File: src/hdl/cmrt_pkg.sv
`timescale 1ns / 1ps
`default_nettype none
// shared types, codes and defaults of the conservative mark range table
// no dependencies
package cmrt_pkg;

    localparam int MaxBlocksDef     = 32;
    localparam int SlotsPerBlockDef = 64;
    localparam int DivSteps         = 32;

    typedef enum logic [1:0] {
        MODE_CLEAR = 2'd0,
        MODE_ADD   = 2'd1,
        MODE_MARK  = 2'd2,
        MODE_SWEEP = 2'd3
    } t_mode;

    typedef enum logic [2:0] {
        ST_OK         = 3'd0,
        ST_REJECT     = 3'd1,
        ST_NO_BLOCK   = 3'd2,
        ST_MISALIGNED = 3'd3,
        ST_SLOT_RANGE = 3'd4,
        ST_BAD_INDEX  = 3'd5
    } t_status;

    typedef enum logic [2:0] {
        S_IDLE,
        S_ADD_DIV,
        S_INSERT,
        S_SEARCH,
        S_MARK_DIV,
        S_DONE
    } t_state;

    typedef struct packed {
        logic [1:0]  mode;
        logic [63:0] address;
        logic [31:0] length;
        logic [15:0] stride_bytes;
        logic [4:0]  entry_index;
    } t_req;

    typedef struct packed {
        logic [2:0]  status;
        logic [5:0]  entry_total;
        logic        block_dead;
        logic [63:0] live_mask;
        logic [63:0] entry_base;
        logic [15:0] entry_stride;
        logic [6:0]  entry_slots;
    } t_rsp;

    // one table entry as held by a cell
    typedef struct packed {
        logic [63:0] base;
        logic [63:0] end_addr;
        logic [15:0] stride;
        logic [6:0]  slots;
        logic [63:0] marks;
        logic        live;
    } t_entry;

    // per-cell update controls
    typedef struct packed {
        logic       shift;
        logic       load_new;
        logic       set_live;
        logic       set_mark;
        logic [5:0] mark_bit;
    } t_cell_ctl;

endpackage
`default_nettype wire

File: src/hdl/cmrt_cell.sv
`timescale 1ns / 1ps
`default_nettype none
// one table entry: takes its left neighbor on insert shift, or the new block
// depends on cmrt_pkg
module cmrt_cell (
    input  wire logic                 i_clk,
    input  wire cmrt_pkg::t_entry     i_prev,
    input  wire cmrt_pkg::t_entry     i_new,
    input  wire cmrt_pkg::t_cell_ctl  i_ctl,
    input  wire logic [63:0]          i_key,
    output cmrt_pkg::t_entry          o_entry,
    output logic                      o_base_le
);
    cmrt_pkg::t_entry r_e, n_e;

    // entry update
    always_comb begin
        n_e = r_e;
        if (i_ctl.shift) begin
            n_e = i_prev;
        end else if (i_ctl.load_new) begin
            n_e = i_new;
        end else begin
            if (i_ctl.set_live) begin
                n_e.live = 1'b1;
            end
            if (i_ctl.set_mark) begin
                n_e.marks = r_e.marks | (64'd1 << i_ctl.mark_bit);
            end
        end
    end

    always_ff @(posedge i_clk) begin
        r_e <= n_e;
    end

    assign o_entry   = r_e;
    assign o_base_le = (r_e.base <= i_key);
endmodule
`default_nettype wire

File: config.mk
export PLATFORM = sky130hd
export DESIGN_NAME = cmrt_cell
export DESIGN_NICKNAME = d
export VERILOG_FILES = /design/src/hdl/cmrt_pkg.sv /design/src/hdl/cmrt_cell.sv
export SDC_FILE = /design/constraint.sdc
export NUM_CORES = 1
export LEC_CHECK = 0
export BUFFER_PORTS_ARGS = -buffer_cell sky130_fd_sc_hd__clkbuf_2
export CELL_PAD_IN_SITES_DETAIL_PLACEMENT = 2
export CELL_PAD_IN_SITES_GLOBAL_PLACEMENT = 2
export CORE_AREA = 4 4 279 281
export DETAILED_ROUTE_END_ITERATION = 10
export DIE_AREA = 0 0 283 285
export PLACE_DENSITY_LB_ADDON = 0.12
export SLEW_MARGIN = 20
export SYNTH_ARGS = -nofsm -noshare
export SYNTH_HDL_FRONTEND = slang
export SYNTH_SLANG_ARGS = --single-unit
File: constraint.sdc
create_clock -name i_clk -period 4.3 [get_ports i_clk]
set_input_delay 0.86 -clock i_clk [delete_from_list [all_inputs] [get_ports i_clk]]
set_output_delay 0.86 -clock i_clk [all_outputs]
set_load 0.01 [all_outputs]
-- After elaboration in Yosys (flattened, before gate mapping)
Cells that the tools add are included.
- output and inout port bits: 217
- register bits after elaboration: 216
- word-level logic and storage cells: 17
- bitwise logic cells: 1
- shift operators: 1
- muxes and demuxes: 5
- order comparisons: 1
- reduce and logical (&&, ||, !) cells: 3
- operators with widths (operator ; number):
    two-way mux 216 bit ; 1
    two-way mux 151 bit ; 1
    two-way mux 65 bit ; 1
    <= comparator 64 bit ; 1
    two-way mux 64 bit ; 1
    OR 64 bit ; 1
    left shift 1 x 6 -> 64 bit (first input constant) ; 1
    nonzero test 3 bit ; 2
    nonzero test 2 bit ; 1
    two-way mux 1 bit ; 1

-- Logic depth before layout (Yosys ltp)
- word-level depth: 5
- gate-level depth with buffers: 8
- depth with buffers taken out: 8

-- Worst setup path before layout
No wires, ideal clock.
- path kind: input-to-reg
- start: input port i_ctl[9] (netlist name)
- end: register r_e, in the netlist o_entry[100], enable pin
- data required time: 3.853 ns
- arrival time: 3.485 ns
- path buffers: 3
- stages: 4
- path slack: 0.368 ns
- library setup time: 0.447 ns
- path through: clkbuf_1 > clkbuf_1 > buf_1 > or2_2
- cells in the longest elaborated chain, start to end: 1
- RTL lines (what ; RTL line ; source):
    from (decl) ; cmrt_cell.sv:9 ; input wire cmrt_pkg::t_cell_ctl i_ctl,
    nonzero test 2 bit (no source line) ; -- ;
    to (signal assigned) ; cmrt_cell.sv:34 ; r_e <= n_e;
    to (decl) ; cmrt_cell.sv:14 ; cmrt_pkg::t_entry r_e, n_e;
No other way between the ends.
A chain may end at the register's enable or synchronous reset.

-- Worst setup path in the final report
- start: input port i_key[39]
- end: output port o_base_le
- cells in the longest elaborated chain, start to end: 1
- RTL lines (what ; RTL line ; source):
    from (decl) ; cmrt_cell.sv:10 ; input wire logic [63:0] i_key,
    <= comparator 64 bit ; cmrt_cell.sv:38 ; assign o_base_le = (r_e.base <= i_key);
    to (decl) ; cmrt_cell.sv:12 ; output logic o_base_le
No other way between the ends.

==> out/qor.yml <==
clocking:
  cts_resized: 0
  insertion_delay_ps: 530
  clk_transition_reported_paths_ps: 50
  cts_tree: "built"
  clkSinkCount: 216
  post_cts_buffers: 0
  cts-root-buf: "clkbuf_16"
  cts_buffers: 34
  htree_num_levels: 2
  cts_max_path_buffers: 3
  postCtsHoldBufs: 0
sta:
  layout_min_cycle_time_ps: 3928
  setup_viol: 0
  report.final.slew_viol_count: 0
  finalCritPeriodShare: 0.9136
  finalClockSkew_ps: 0
  slew-limit-headroom: 0.4080
  finalSetupTns_ps: 0
  worst_pin_slew_ps: 886.0
  rsz0062_at_grt: "false"
  finalHoldViolations: 0
  fmax_ghz: 0.2546
cells_and_area:
  layoutNonFillerInstCount: 2728
  final_cell_mix: "clkbuf_2, edfxtp_1, mux2_2"
  layout_commonest_cell: "clkbuf_2"
  drive_gt1_frac: 0.5362
  fillers: 8653
  final_cell_area_um2: 17450
  fin_nets: 2291
  area_growth_pct: 49.49
  largest_reg_flops: 216
synth:
  ys_ff_latch: 216
  synth-edff-count: 216
  synth-warning-count: 0
  ys_seq_area_frac: 0.5555
  syn_area_um2: 11680
  synth_flop_cell: "edfxtp_1"
  syn_area_per_cell_um2: 11.66
  ys_async_sr_fraction: 0
  netlist_instances: 1001
  synth_fp_nets: 1572
  ys_types: 38
route:
  vias_per_cell: 4.021
  drt-wirelength-per-cell_um: 23.36
  first_pass_iters: 4
  post-route-drc-count: 0
  routed_wl_um: 63730
  drt_iter0_markers: 387
  drtAntennaViolNets: 0
  num_vias: 10970
worst_setup_path:
  worstSetupPathType: "in -> out"
  r2r_slack_ps: 3170
  worstPathMaxFanout: 3
  rr_startpoint: "o_entry[53]"
  crit_chain: "clkbuf_2 > inv_1 > ha_1 > nand4_1 > or4_1 > or4_1 > o2111ai_1 > o21ai_2 > clkbuf_2"
  cp-start-kind: "input pin"
  cp.arrival_ps: 3070
  cp.required_ps: 3440
  slowest_delay_ps: 670
  rr_endpoint: "o_entry[53]"
  crit_path_start: "i_key[39]"
  endpoint: "o_base_le"
  worstRegToRegCells: 4
  endpoint_kind: "primary output"
  crit_slowest_cell: "or4_1"
placed_design:
  place_area_um2: 16470
  gp_congestion: 0.8164
  dp.cells: 2662
  hpwlAfterDp_um: 51870
  port_buffers: 723
die:
  start_util: 0.1548
  die_height_um: 285
  coreArea_um2: 75440
  rows: 101
  die_x_um: 283
  dieArea_um2: 80660
  ios: 724
global_route:
  antenna_found_initial: 20
  grt_pass1_vias: 12140
  grt-ovfl-total: 0
  grt_pass1_wl_um: 88990
  grt_usage: 0.1509
  grt_max_degree: 126
power_and_ir_drop:
  powerDensity_nw_per_um2: 375.9
  p_leak_uw: 0.008001
  ir_drop_v: 0.0002002
min_path:
  hp-start: "i_prev[56]"
  hold_path_class: "in -> reg"
outcome:
  status: "completed"
flow_run:
  max_cap_viol_count: 0
how the worst min path moves through the flow:
stage	to	slack [ps]	cells past startpoint
final	o_entry[56]	610	3
after global routing	o_entry[47]	590	3
after CTS	o_entry[56]	560	3
after detailed placement	o_entry[22]	740	4
after global placement	o_entry[11]	710	4
after floorplan	o_entry[17]	750	4
Yosys cell counts (4+ instances only):
cell / number / area, um^2
a21o_1: 5 / 37.54
a21oi_1: 148 / 740.7
a31oi_1: 5 / 31.28
buf_2: 8 / 40.04
clkbuf_1: 44 / 165.2
edfxtp_1: 216 / 6486
ha_1: 64 / 800.8
inv_1: 67 / 251.5
mux2_2: 151 / 1700
nand2_1: 76 / 285.3
nand3_1: 9 / 45.04
nand4_1: 14 / 87.58
nor2_1: 71 / 266.5
nor2b_1: 6 / 37.54
nor3_1: 8 / 40.04
nor3b_1: 8 / 60.06
o21ai_0: 52 / 260.3
o21ai_1: 16 / 80.08
or4_1: 4 / 30.03
routing by layer:
layer / share of wire / global-route usage
met1: 0.37 / 0.1583
met2: 0.54 / 0.2834
met3: 0.070 / 0.05108
met4: 0.021 / 0.04700
met5: 0.0021 / 0
cells by family (layout without fill, tap and decap cells):
kind of cell,count (synthesis),after routing,share of synthesized area
fa+ha+maj,64,64,0.06858
flops,216,216,0.5555
mux,151,151,0.1456
simple gates,206,206,0.08026
buf+inv,121,860,0.03976
other cells,0,10,0
compound gates,243,243,0.1103
report_power, final:
| group | internal [uW] | switching [uW] | leakage (uW) |
|---|---|---|---|
| registers | 2600 | 118 | 0.00224 |
| clock network | 1460 | 1080 | 0.000465 |
| logic | 577 | 731 | 0.00530 |
| total | 4630 | 1930 | 0.00800 |
critical path: cells and delay by family:
| family | cells | cell delay (ps) |
|---|---|---|
| AO/OA/AOI/OAI | 2 | 180 |
| adder cells (fa/ha/maj) | 1 | 310 |
| buffers and inverters | 3 | 290 |
| AND/OR/NAND/NOR | 3 | 1430 |
metrics by stage:
step	hold WS [ps]	util	power [uW]	setup slack, ps
after floorplan	747.0	-	3332	367.6
after global placement	712.5	0.2183	4091	385.1
after detailed placement	735.2	0.2183	4112	346.9
after CTS	555.0	0.2310	6761	272.3
after global routing	586.4	0.2313	6950	253.5
final	609.4	0.2314	6562	371.7
layout make-up:
type	count	area, um^2	area share
Sequential cell	216	6486	0.3716
Timing Repair Buffer	737	3774	0.2162
Clock inverter	10	66.31	0.003799
Tap cell	978	1224	0.07011
Multi-Input combinational cell	664	4732	0.2711
Antenna cell	10	25.02	0.001434
Clock buffer	46	895.9	0.05133
Inverter	67	251.5	0.01441
No activity file was read; power rests on OpenSTA's default activity.
