[src/hdl/cmrt_pkg.sv]
`timescale 1ns / 1ps
`default_nettype none
// shared types, codes and defaults of the conservative mark range table
// no dependencies
package cmrt_pkg;

    localparam int MaxBlocksDef     = 32;
    localparam int SlotsPerBlockDef = 64;
    localparam int DivSteps         = 32;

    typedef enum logic [1:0] {
        MODE_CLEAR = 2'd0,
        MODE_ADD   = 2'd1,
        MODE_MARK  = 2'd2,
        MODE_SWEEP = 2'd3
    } t_mode;

    typedef enum logic [2:0] {
        ST_OK         = 3'd0,
        ST_REJECT     = 3'd1,
        ST_NO_BLOCK   = 3'd2,
        ST_MISALIGNED = 3'd3,
        ST_SLOT_RANGE = 3'd4,
        ST_BAD_INDEX  = 3'd5
    } t_status;

    typedef enum logic [2:0] {
        S_IDLE,
        S_ADD_DIV,
        S_INSERT,
        S_SEARCH,
        S_MARK_DIV,
        S_DONE
    } t_state;

    typedef struct packed {
        logic [1:0]  mode;
        logic [63:0] address;
        logic [31:0] length;
        logic [15:0] stride_bytes;
        logic [4:0]  entry_index;
    } t_req;

    typedef struct packed {
        logic [2:0]  status;
        logic [5:0]  entry_total;
        logic        block_dead;
        logic [63:0] live_mask;
        logic [63:0] entry_base;
        logic [15:0] entry_stride;
        logic [6:0]  entry_slots;
    } t_rsp;

    // one table entry as held by a cell
    typedef struct packed {
        logic [63:0] base;
        logic [63:0] end_addr;
        logic [15:0] stride;
        logic [6:0]  slots;
        logic [63:0] marks;
        logic        live;
    } t_entry;

    // per-cell update controls
    typedef struct packed {
        logic       shift;
        logic       load_new;
        logic       set_live;
        logic       set_mark;
        logic [5:0] mark_bit;
    } t_cell_ctl;

endpackage
`default_nettype wire

[src/hdl/cmrt_div.sv]
`timescale 1ns / 1ps
`default_nettype none
// restoring divider, 32-bit dividend by 16-bit divisor, one bit per cycle
// depends on cmrt_pkg
module cmrt_div (
    input  wire logic        i_clk,
    input  wire logic        i_rst_n,
    input  wire logic        i_start,
    input  wire logic [31:0] i_dividend,
    input  wire logic [15:0] i_divisor,
    output logic             o_done,
    output logic [31:0]      o_quot,
    output logic [15:0]      o_rem
);
    localparam int CW = $clog2(cmrt_pkg::DivSteps);

    logic          r_busy, n_busy;
    logic [CW-1:0] r_cnt, n_cnt;
    logic [31:0]   r_q, n_q;
    logic [15:0]   r_r, n_r;
    logic [15:0]   r_d, n_d;
    logic          r_done, n_done;
    logic [16:0]   w_trial;

    // one quotient bit per step
    always_comb begin
        w_trial = {r_r, r_q[31]};
        n_busy  = r_busy;
        n_cnt   = r_cnt;
        n_q     = r_q;
        n_r     = r_r;
        n_d     = r_d;
        n_done  = 1'b0;
        if (i_start) begin
            n_busy = 1'b1;
            n_cnt  = '0;
            n_q    = i_dividend;
            n_r    = '0;
            n_d    = i_divisor;
        end else if (r_busy) begin
            if (w_trial >= {1'b0, r_d}) begin
                n_r = 16'(w_trial - {1'b0, r_d});
                n_q = {r_q[30:0], 1'b1};
            end else begin
                n_r = w_trial[15:0];
                n_q = {r_q[30:0], 1'b0};
            end
            n_cnt = CW'(r_cnt + 1'b1);
            if (r_cnt == CW'(cmrt_pkg::DivSteps - 1)) begin
                n_busy = 1'b0;
                n_done = 1'b1;
            end
        end
    end

    always_ff @(posedge i_clk) begin
        if (!i_rst_n) begin
            r_busy <= 1'b0;
            r_done <= 1'b0;
            r_cnt  <= '0;
        end else begin
            r_busy <= n_busy;
            r_done <= n_done;
            r_cnt  <= n_cnt;
        end
        r_q <= n_q;
        r_r <= n_r;
        r_d <= n_d;
    end

    assign o_done = r_done;
    assign o_quot = r_q;
    assign o_rem  = r_r;
endmodule
`default_nettype wire

[config.mk]
export PLATFORM = sky130hd
export DESIGN_NAME = cmrt_div
export DESIGN_NICKNAME = d
export VERILOG_FILES = /design/src/hdl/cmrt_pkg.sv /design/src/hdl/cmrt_div.sv
export SDC_FILE = /design/constraint.sdc
export NUM_CORES = 1
export LEC_CHECK = 0
export BUFFER_PORTS_ARGS = -buffer_cell sky130_fd_sc_hd__clkbuf_2
export CAP_MARGIN = 30
export CORE_ASPECT_RATIO = 1.25
export CORE_MARGIN = 2
export CORE_UTILIZATION = 35
export DETAILED_ROUTE_END_ITERATION = 7
export PLACE_DENSITY = 0.63
export SYNTH_ARGS = -nofsm -noshare
export SYNTH_HDL_FRONTEND = slang
export SYNTH_SLANG_ARGS = --single-unit
export TNS_END_PERCENT = 1
[constraint.sdc]
create_clock -name i_clk -period 3.05 [get_ports i_clk]
set_input_delay 0.61 -clock i_clk [delete_from_list [all_inputs] [get_ports i_clk]]
set_output_delay 0.61 -clock i_clk [all_outputs]
set_load 0.03 [all_outputs]
# After elaboration in Yosys (flattened, before gate mapping)
# Cells that the tools add are included.
# word_totals
output_inout_bits	49
reg_bits	71
input_bits	51
word_cells	23
# classes
n_reduce_logical	3
bitwise_logic	2
n_eq_ne	1
n_addsub	2
mux	8
n_lt_le_gt_ge	1
# ops
operator	count
32-bit 2-to-1 mux	2
17-bit by 16-bit greater-or-equal comparator with 1-bit output	1
16-bit 2-to-1 mux	1
16-bit subtractor	1
5-bit by 1-bit adder with 5-bit output, second input constant	1
5-bit equality test, second input constant	1
1-bit 2-to-1 mux	5
3-bit OR reduction	1
1-bit NOT	2
2-bit nonzero test	1
2-bit OR reduction	1

# Logic depth before layout (Yosys ltp)
# Gate-level depths: netlist (run 1).
# depth
word_depth	4
ltp_mapped	10
depth_no_buf	9

# Least setup slack after synthesis (run 1)
# OpenSTA, ideal clock, no wires.
# synth_path
kind	reg-to-reg
from	reg r_r[3], in the netlist o_rem[3]
to	reg r_q[0], in the netlist o_quot[0], data pin
setup_ns	0.270
setup_slack_ns	0.508
path_buffers	1
period_less_slack_ns	2.542
t_arrival_ns	2.273
path_stages_with_launch	9
required_ns	2.780
cell_sequence	dfxtp_1 > ha_1 > and2_4 > a221oi_4 > a21oi_2 > or4_4 > buf_6 > nand2_1 > o21ai_0
# synth_via
elab_chain_len	4
# synth_lines
item	line	source
from (decl)	cmrt_div.sv:20	logic [15:0] r_r, n_r;
from (signal assigned)	cmrt_div.sv:67	r_r <= n_r;
17-bit by 16-bit greater-or-equal comparator with 1-bit output	cmrt_div.sv:41	if (w_trial >= {1'b0, r_d}) begin
1-bit 2-to-1 mux	cmrt_div.sv:41	
32-bit 2-to-1 mux	cmrt_div.sv:40	end else if (r_busy) begin
32-bit 2-to-1 mux	cmrt_div.sv:34	if (i_start) begin
via n_q[0]	cmrt_div.sv:19	logic [31:0] r_q, n_q;
to (signal assigned)	cmrt_div.sv:66	r_q <= n_q;
to (decl)	cmrt_div.sv:19	
# The timed path passes the listed nets, and every way through them passes these cells. The select of a mux whose other input is x is not followed.
# A chain may end at the register's enable or synchronous reset.

# Worst setup path after layout (run 1)
# layout_path
from	reg r_r[3], in the netlist o_rem[3]
to	reg r_r[1], in the netlist o_rem[1]
# layout_via
elab_chain_len	2
# layout_lines
item	line
17-bit by 16-bit greater-or-equal comparator with 1-bit output	cmrt_div.sv:41
16-bit 2-to-1 mux	cmrt_div.sv:41
# No other way between the ends.

==> results.ini, run 1 <==
[floorplanning]
die_area_um2=11800
die_w_um=97.7
start_util_pct=36.2
chipHeight_um=121
pin_count=100
coreArea_um2=10600
placementRows=42

[placement]
dp_hpwl_um=6900
place_congestion=0.895
dp.cells=569
place_area_um2=4480
pre_cts_slack_ns=0.443
port_buffers=99

[logic_synthesis]
synth_warnings=0
synthCells=348
postSynth.asyncResetShare_pct=0
netlist_area_um2=3840
ys_ff_latch=71
synth.distinct_cells=55
synthFlopType=edfxtp_1
syn_nets=418
syn_avg_cell_area_um2=11.0
synth_edf_count=48
ys_seq_area_share_pct=49.6

[route]
firstDrtPassIters=4
final_antenna_net_count=0
drc=0
first_iter_violations=136
vias=3162
wl_um=9350
wl_per_cell_um=16.0
via_per_inst=5.41

[global_routing]
grt_max_degree=33
track_usage_pct=16.2
grt_pass1_wl_um=15300
antenna_found_initial=0
grt_pass1_vias=3155
grt_overflow_total=0

[critical_path]
cp_cell_sequence=ha_1, and2_4, a221oi_4, a21oi_2, nor4_2, nor2_1, a221o_1
startpoint=o_rem[3]$_SDFFE_PP0P_
worstReg2RegEnd=o_rem[1]$_SDFFE_PP0P_
slowest_stage=nor4_2
reg2reg_slack_ns=0.38
rr_worst_depth=7
worstReg2RegStart=o_rem[3]$_SDFFE_PP0P_
worstPathRequired_ns=3.28
critPathBufInv=0
slowest_delay_ns=0.50
crit_end=o_rem[1]$_SDFFE_PP0P_
endpoint_kind=flip-flop
cp_num_cells=7
start_kind=flip-flop
crit_arrival_ns=2.90
cpLargestDelayFamily=simple AND/OR/NAND/NOR gates
critPathKind=reg2reg
path_max_fanout=8

[timing]
fmax_mhz=374
tightest_slew_ns=0.676
layout_min_cycle_time_ns=2.67
setup_viol=0
hold_viol=0
fin_skew_ns=0.00603
period_share_pct=87.6
setup_ws_ns=0.377
slew_headroom_pct=54.8
rsz0062_at_grt=no
fin_setup_tns_ns=0
slew_viol_final=0

[power_and_ir_drop]
peakVddDrop_mv=0.310
power_uw=2920
power_leakage_uw=0.00208
power.density_nw_per_um2=604

[finish]
drive_gt1_share_pct=35.3
fin_area_um2=4820
areaGrowthSynthToFinish_pct=25.7
antenna_cells=0
stdcell_count=585
final_cell_mix=clkbuf_2, edfxtp_1, mux2_2
fin_nets=518
fillCellCount=1029
final_common_cell=clkbuf_2

[clock_network]
cts-buffers-inserted=9
htree_levels=3
clk_latency_ns=0.34
cts_sinks=71
cts_hold_buf=0
post_cts_buffers=0
cts_buffer_depth=2
tritoncts=built
post_cts_resized=0
root_buffer=clkbuf_16
clk_pin_slew_ns=0.06

[job]
maxCapViolations=0

[status]
status=finished clean

[min_path]
hold_class=in2reg

-- registers in the layout (all words and copies together) (netlist names) --
register and flops:
o_quot 32, o_done 1, r_d 16, o_rem 16, r_cnt 5, r_busy 1
-- power breakdown --
group	switching (uW)	internal, uW
clock	420	801
sequential	45.5	1120
combinational	333	198
total	799	2120
-- cell type report --
type | count | area [um^2] | area share [%]
Clock buffer | 9 | 225 | 4.67
Timing Repair Buffer | 106 | 548 | 11.4
Clock inverter | 7 | 120 | 2.49
Sequential cell | 71 | 1900 | 39.4
Multi-Input combinational cell | 239 | 1790 | 37.0
Tap cell | 132 | 165 | 3.42
Inverter | 21 | 78.8 | 1.63
-- metrics by stage --
step / hold slack (ns) / util [%]
3_3_place_gp: 0.486 / 42.2
5_1_grt: 0.426 / 45.5
2_1_floorplan: 0.467 / -
6_report: 0.442 / 45.5
4_1_cts: 0.427 / 45.5
3_5_place_dp: 0.492 / 42.2
-- kinds of logic (layout without fill, tap and decap cells) --
group | Yosys count | count (layout) | share of synthesized area (%)
AOI/OAI and AO/OA | 82 | 82 | 15.4
xor gates and xnor gates | 11 | 11 | 2.51
adders and majority gates | 19 | 19 | 6.39
buffers and inverters | 38 | 143 | 3.91
DFF | 71 | 71 | 49.6
muxes | 34 | 34 | 9.88
and+or+nand+nor | 93 | 93 | 12.3
-- how the worst min path moves through the flow --
stage	cells past startpoint	slack (ns)	endpoint	from
finish	1	0.44	r_d[15]$_DFFE_PP_	i_divisor[15]
global route	1	0.43	r_d[9]$_DFFE_PP_	i_divisor[9]
CTS	1	0.43	r_d[9]$_DFFE_PP_	i_divisor[9]
detailed placement	2	0.49	r_cnt[4]$_SDFFE_PP0P_	r_cnt[4]$_SDFFE_PP0P_
global placement	2	0.49	r_cnt[4]$_SDFFE_PP0P_	r_cnt[4]$_SDFFE_PP0P_
floorplan	2	0.47	r_cnt[4]$_SDFFE_PP0P_	r_cnt[4]$_SDFFE_PP0P_
-- routing by layer --
metal | vias up | part of all wire, % | GRT usage, %
met5 | - | 0 | 0
met4 | 0 | 2.5 | 7.81
met3 | 18 | 6.9 | 5.41
met2 | 106 | 48 | 26.3
met1 | 1517 | 42 | 19.5
li1 | 1521 | - | -
-- synth_stat cells (all sizes together), types with 3 or more instances --
library cell	count	area [um^2]
mux2i	3	30.0
nand2b	6	37.5
nand4	7	43.8
o211ai	5	37.5
inv	21	78.8
o21a	3	22.5
xnor2	6	52.6
a21o	4	30.0
nor3	4	20.0
and2	3	21.3
a31oi	5	31.3
nor4	3	25.0
a21oi	14	73.8
a211oi	6	45.0
xor2	5	43.8
o21ai	18	90.1
o31ai	3	22.5
buf	5	26.3
nor2	28	105
edfxtp	48	1440
nand2	21	78.8
ha	18	225
nand3	7	35.0
dfxtp	23	460
mux2	31	349
a311oi	5	43.8
clkbuf	12	45.0
Note: power is estimated with default switching activity, not from simulation.
==> inputs of run 2 (changes only) <==
Settings changed: ABC_AREA set to 1, PLACE_DENSITY 0.63 to 0.62.
==> run 2 against run 1 <==
  * Routed wire length grew 9.9%
  * Synthesized area grew 5.1%
  * Die area grew 4.9%
  * Power shrank 6.7%
  * Combinational power shrank 28%
  * Non-clock buffer count shrank 2
  * Via count grew 16%
  * Worst setup slack gained 0.36 ns
  * Synthesized cell count grew 52%
  * Hold slack gained 0.0041 ns
==> results.ini, run 2 <==
[status]
status=finished clean

[clock_network]
clk_pin_slew_ns=0.06  ; about the same
tritoncts=built
cts-buffers-inserted=9  ; unchanged
root_buffer=clkbuf_16
post_cts_buffers=0  ; unchanged
htree_levels=3  ; unchanged
cts_sinks=71  ; unchanged
post_cts_resized=0  ; unchanged
cts_buffer_depth=2  ; unchanged
cts_hold_buf=0  ; unchanged
clk_latency_ns=0.34  ; about the same

[placement]
place_congestion=0.926  ; +3.4%
dp_hpwl_um=7660  ; +11%
place_area_um2=4660  ; +4.1%
port_buffers=99  ; unchanged
pre_cts_slack_ns=0.757  ; +0.315 ns

[global_routing]
antenna_found_initial=0  ; unchanged
grt_pass1_vias=3713  ; +18%
grt_overflow_total=0  ; unchanged
track_usage_pct=18.0  ; +1.8 points
grt_max_degree=34  ; +3.0%
grt_pass1_wl_um=17400  ; +14%

[logic_synthesis]
netlist_area_um2=4030  ; +5.1%
ys_top_cells_by_area=edfxtp_1, nand2_1, dfxtp_1
synth_common_cells=nand2_1, inv_1, edfxtp_1
synth_warnings=0  ; unchanged
syn_avg_cell_area_um2=7.64  ; -31%
ys_ff_latch=71  ; unchanged
yosys.area.top_type=edfxtp_1
synthFlopType=edfxtp_1
syn_nets=598  ; +43%
synth.distinct_cells=34  ; -38%
yosysMostFrequentCell=nand2_1
ys_seq_area_share_pct=47.2  ; -2.4 points
synth_edf_count=48  ; unchanged
synth_top_area_share_pct=35.7  ; -1.8 points
postSynth.asyncResetShare_pct=0  ; unchanged
synthCells=528  ; +52%

[timing]
hold_viol=0  ; unchanged
tightest_slew_ns=0.524  ; -0.151 ns
fin_setup_tns_ns=0  ; unchanged
setup_ws_ns=0.740  ; +0.363 ns
rsz0062_at_grt=no
slew_headroom_pct=65.0  ; +10 points
layout_min_cycle_time_ns=2.31  ; -0.363 ns
fin_skew_ns=0.00706  ; +0.00103 ns
setup_viol=0  ; unchanged
period_share_pct=75.7  ; -12 points
slew_viol_final=0  ; unchanged
fmax_mhz=433  ; +16%

[floorplanning]
die_area_um2=12400  ; +4.9%
pin_count=100  ; unchanged
placementRows=43  ; +2.4%
coreArea_um2=11200  ; +5.4%
start_util_pct=36.0  ; -0.12 points
chipHeight_um=124  ; +2.4%
die_w_um=100  ; +2.4%

[critical_path]
crit_arrival_ns=2.59  ; -0.31 ns
start_kind=flip-flop
cp_cell_sequence=ha_1, a21oi_1, o21a_1, nand2_2, nor2_4, nand2_4, nand2_1, nand3_1, nand2_1
path_max_fanout=18  ; +10
endpoint_kind=flip-flop
critPathKind=reg2reg
slowest_delay_ns=0.44  ; -0.06 ns
critPathMostFrequentCell=nand2_1
slowest_stage=nor2_4
worstPathRequired_ns=3.33  ; +0.05 ns
reg2reg_slack_ns=0.74  ; +0.36 ns

[power_and_ir_drop]
peakVddDrop_mv=0.291  ; -6.0%
p_int_uw=2020  ; -4.6%
clockPowerShare_pct=44.0  ; +2.1 points
power_uw=2720  ; -6.7%
power_leakage_uw=0.00271  ; +30%
comb_power_share_pct=14.0  ; -4.2 points
power.density_nw_per_um2=544  ; -10%
swShare_pct=25.7  ; -1.7 points
p_switching_uw=700  ; -12%
p_seq_share_pct=42.1  ; +2.2 points

[route]
wl_um=10300  ; +9.9%
first_iter_violations=149  ; +9.6%
wl_per_cell_um=13.4  ; -16%
drc=0  ; unchanged
vias=3660  ; +16%
final_antenna_net_count=0  ; unchanged
firstDrtPassIters=4  ; unchanged
via_per_inst=4.77  ; -12%

[min_path]
hold_class=in2reg

[job]
maxCapViolations=0  ; unchanged

[finish]
fin_nets=699  ; +35%
final_common_cell=nand2_1
drive_gt1_share_pct=21.3  ; -14 points
areaGrowthSynthToFinish_pct=24.0
antenna_cells=0  ; unchanged
final_cell_mix=nand2_1, clkbuf_2, inv_1
largest_register_ffs=32  ; unchanged
fin_area_um2=5000  ; +3.6%

## run 2: changes by cell type in the layout (fill, tap and decap cells not counted), moves of 5 or more
| cell | previous run | this run |
|---|---|---|
| a311oi_1 | 5 | 0 |
| nand2b_1 | 6 | 0 |
| mux2_2 | 31 | 0 |
| nor2_1 | 28 | 13 |
| a211oi_1 | 6 | 1 |
| o21ai_0 | 17 | 2 |
| nand3_1 | 7 | 42 |
| inv_1 | 21 | 79 |
| nand2_1 | 21 | 234 |
| nand2_2 | 0 | 5 |
| o211ai_1 | 5 | 0 |
## run 2: path summary, 6_finish.rpt
kind | start | end | cells after the start
max reg2reg | o_rem[13]$_SDFFE_PP0P_ | o_rem[13]$_SDFFE_PP0P_ | 9
min | i_divisor[7] | r_d[7]$_DFFE_PP_ | 1
min reg2reg | r_cnt[4]$_SDFFE_PP0P_ | r_cnt[4]$_SDFFE_PP0P_ | 2
max | o_rem[13]$_SDFFE_PP0P_ | o_rem[13]$_SDFFE_PP0P_ | 9
## run 2: logic make-up after synthesis
| logic type | count (synthesis) | share of synthesized area (%) |
|---|---|---|
| AO/OA/AOI/OAI | 19 | 2.61 |
| XOR/XNOR | 6 | 1.30 |
| adder cells (fa/ha/maj) | 19 | 6.08 |
| buffers and inverters | 97 | 9.46 |
| flip-flops | 71 | 47.2 |
| AND/OR/NAND/NOR | 316 | 33.4 |
## run 2: power groups by stage
stage / sequential, uW / clock (uW) / combinational (uW)
2_1_floorplan: 1250 / 0 / 163
3_3_place_gp: 1160 / 0 / 377
3_5_place_dp: 1160 / 0 / 383
4_1_cts: 1140 / 1220 / 383
5_1_grt: 1150 / 1250 / 423
6_report: 1140 / 1200 / 380
## run 2: worst max-delay path: cells and delay by family, from the launching register on
family	cells	cell delay, ns
DFF	1	0.35
AOI/OAI and AO/OA	2	0.46
adders and majority gates	1	0.39
and+or+nand+nor	6	1.05
## run 2: layout make-up
type	instances	area (um^2)
fillers	1167	6190
multi-input cells	360	1750
flip-flops and latches	71	1900
inverters	83	312
clock inverters	6	110
clock buffers	9	225
repair buffers	104	533
well taps	135	169
## run 2: through the flow
step                cells  utilization [%]  hold slack (ns)
finish                768             44.7            0.446
CTS                   768             44.7            0.434
floorplan             528                -            0.445
detailed placement    753             41.7            0.466
global route          768             44.7            0.440
global placement      753             41.7            0.454
## run 2: layer usage
layer	GRT usage, %	wire, um	vias to the layer above	part of all wire [%]
li1	-	-	1859	-
met1	21.4	4380	1686	43
met2	31.0	5070	100	49
met3	3.76	558	15	5.4
met4	8.99	256	0	2.5
met5	0	0	-	0
==> inputs of run 3 (changes only) <==
Clock period 3.05 ns to 2.4 ns, I/O delays scaled along.
==> run 3 against run 2 <==
  * Clock skew rose by 0.0021 ns
  * Register-to-register slack got worse by 0.51 ns
  * Clock power rose by 30%
  * Critical path depth did not move
  * Cell count rose by 0.91%
  * Sequential share of layout area fell by 0.44 points
  * Power rose by 29%
  * Design area rose by 1.2%
  * Routed wire length barely moved
  * Clock-buffer cell count rose by 2
==> results.ini, run 3 (synthesized netlist as in run 2, its figures left out) <==
[status]
status=finished clean

[finish]
final_common_cell=nand2_1
drive_gt1_share_pct=22.0  ; +0.70 points
fin_nets=705  ; +0.86%
areaGrowthSynthToFinish_pct=25.4
largest_register_ffs=32  ; unchanged
final_cell_mix=nand2_1, clkbuf_2, inv_1
fillCellCount=1106  ; -5.2%
regArea_um2=1900  ; unchanged
antenna_cells=0  ; unchanged
multi_input_area_um2=1750  ; unchanged
post-route-util_pct=45.2  ; +0.53 points

[placement]
place_congestion=0.865  ; -6.5%
port_buffers=99  ; unchanged
dp_hpwl_um=7860  ; +2.6%

[clock_network]
cts_hold_buf=0  ; unchanged
post_cts_buffers=0  ; unchanged
clk_pin_slew_ns=0.06  ; about the same
cts-buffers-inserted=9  ; unchanged
tritoncts=built
cts_sinks=71  ; unchanged
post_cts_resized=0  ; unchanged
clk_latency_ns=0.33  ; about the same
root_buffer=clkbuf_16
htree_levels=3  ; unchanged
cts_buffer_depth=2  ; unchanged

[power_and_ir_drop]
p_int_uw=2610  ; +29%
p_switching_uw=889  ; +27%
swShare_pct=25.4  ; -0.31 points
p_seq_share_pct=41.5  ; -0.6 points
peakVddDrop_mv=0.434  ; +49%
clockPowerShare_pct=44.6  ; +0.6 points
power.density_nw_per_um2=691  ; +27%
power_leakage_uw=0.00275  ; +1.4%
comb_power_share_pct=13.9  ; about the same

[timing]
slew_viol_final=0  ; unchanged
fin_skew_ns=0.00920  ; +0.00213 ns
period_share_pct=90.3  ; +15 points
fin_setup_tns_ns=0  ; unchanged
rsz0062_at_grt=no
fmax_mhz=462  ; +6.6%
hold_viol=0  ; unchanged
tightest_slew_ns=0.331  ; -0.193 ns
layout_min_cycle_time_ns=2.17  ; -0.144 ns
setup_viol=0  ; unchanged
slew_headroom_pct=77.9  ; +13 points

[route]
wl_um=10300  ; about the same
wl_per_cell_um=13.3  ; -0.81%
firstDrtPassIters=5  ; +1
vias=3679  ; +0.52%
first_iter_violations=159  ; +6.7%
drc=0  ; unchanged
via_per_inst=4.75  ; -0.39%
final_antenna_net_count=0  ; unchanged

[job]
maxCapViolations=0  ; unchanged

[critical_path]
path_max_fanout=9  ; -9
start_kind=flip-flop
crit_arrival_ns=2.39  ; -0.20 ns
critPathKind=reg2reg
worstPathRequired_ns=2.62  ; -0.71 ns
endpoint_kind=flip-flop
rr_worst_depth=9  ; unchanged

[floorplanning]
pin_count=100  ; unchanged
start_util_pct=36.0  ; unchanged
placementRows=43  ; unchanged
die_w_um=100  ; unchanged
die_area_um2=12400  ; unchanged
chipHeight_um=124  ; unchanged
coreArea_um2=11200  ; unchanged

[min_path]
worstHoldPathCells=1  ; unchanged
hold_class=in2reg

[global_routing]
grt_max_degree=34  ; unchanged
grtUsageMet3_pct=4.26  ; +0.51 points
top_usage_layer=met2
grt_use_met1_pct=20.4  ; -1.0 points
grt_overflow_total=0  ; unchanged
grt_pass1_wl_um=16900  ; -3.1%
track_usage_pct=17.3  ; -0.76 points
grt_pass1_vias=3656  ; -1.5%
met2_usage_pct=29.4  ; -1.6 points
antenna_found_initial=0  ; unchanged

==> run 3: changes by cell type in the layout (fill, tap and decap cells not counted), sizes merged <==
| cell | change |
|---|---|
| clkbuf | +2 |
| buf | +6 |
| clkinvlp | -1 |
==> run 3: layer usage <==
metal / wire length (um) / vias to the layer above
li1: - / 1866
met1: 4280 / 1670
met2: 5030 / 122
met3: 711 / 21
met4: 259 / 0
met5: 0 / -
==> run 3: cell type report <==
| class | instances | area share [%] |
|---|---|---|
| Multi-Input combinational cell | 360 | 34.6 |
| Tap cell | 135 | 3.34 |
| Inverter | 83 | 6.16 |
| Clock buffer | 11 | 4.80 |
| Clock inverter | 5 | 2.10 |
| Timing Repair Buffer | 110 | 11.4 |
| Sequential cell | 71 | 37.6 |
==> run 3: metrics by stage <==
stage                     area [um^2]  setup slack, ns  hold slack, ns  total power (uW)  instances
after global routing             5060            0.114           0.315              3630        775
after detailed placement         4710            0.258           0.470              1970        759
final                            5060            0.234           0.322              3500        775
after global placement           4710            0.270           0.454              1960        759
after floorplan                  4030            0.284           0.445              1790        528
after CTS                        5060            0.220           0.312              3530        775
==> run 3: final timing paths <==
path,end,start,slack (ns)
max reg2reg,o_rem[12]$_SDFFE_PP0P_,o_rem[13]$_SDFFE_PP0P_,0.23
min,r_d[3]$_DFFE_PP_,i_divisor[3],0.32
min reg2reg,r_cnt[4]$_SDFFE_PP0P_,r_cnt[4]$_SDFFE_PP0P_,0.48
max,o_rem[12]$_SDFFE_PP0P_,o_rem[13]$_SDFFE_PP0P_,0.23
==> run 3: power by group through the flow <==
stage | combinational, uW | sequential, uW | clock, uW
detailed placement | 492 | 1480 | 0
CTS | 492 | 1450 | 1590
floorplan | 207 | 1580 | 0
finish | 487 | 1450 | 1560
global placement | 485 | 1480 | 0
global route | 536 | 1460 | 1630
==> run 3: critical path, cell delays in order, from the launching register on <==
cell,delay (ns)
dfxtp_1,0.34
ha_1,0.41
a21oi_1,0.27
o21a_1,0.21
nand2_2,0.08
nor2_4,0.27
buf_4,0.21
nand3_1,0.08
nand3_1,0.12
nand2_1,0.06
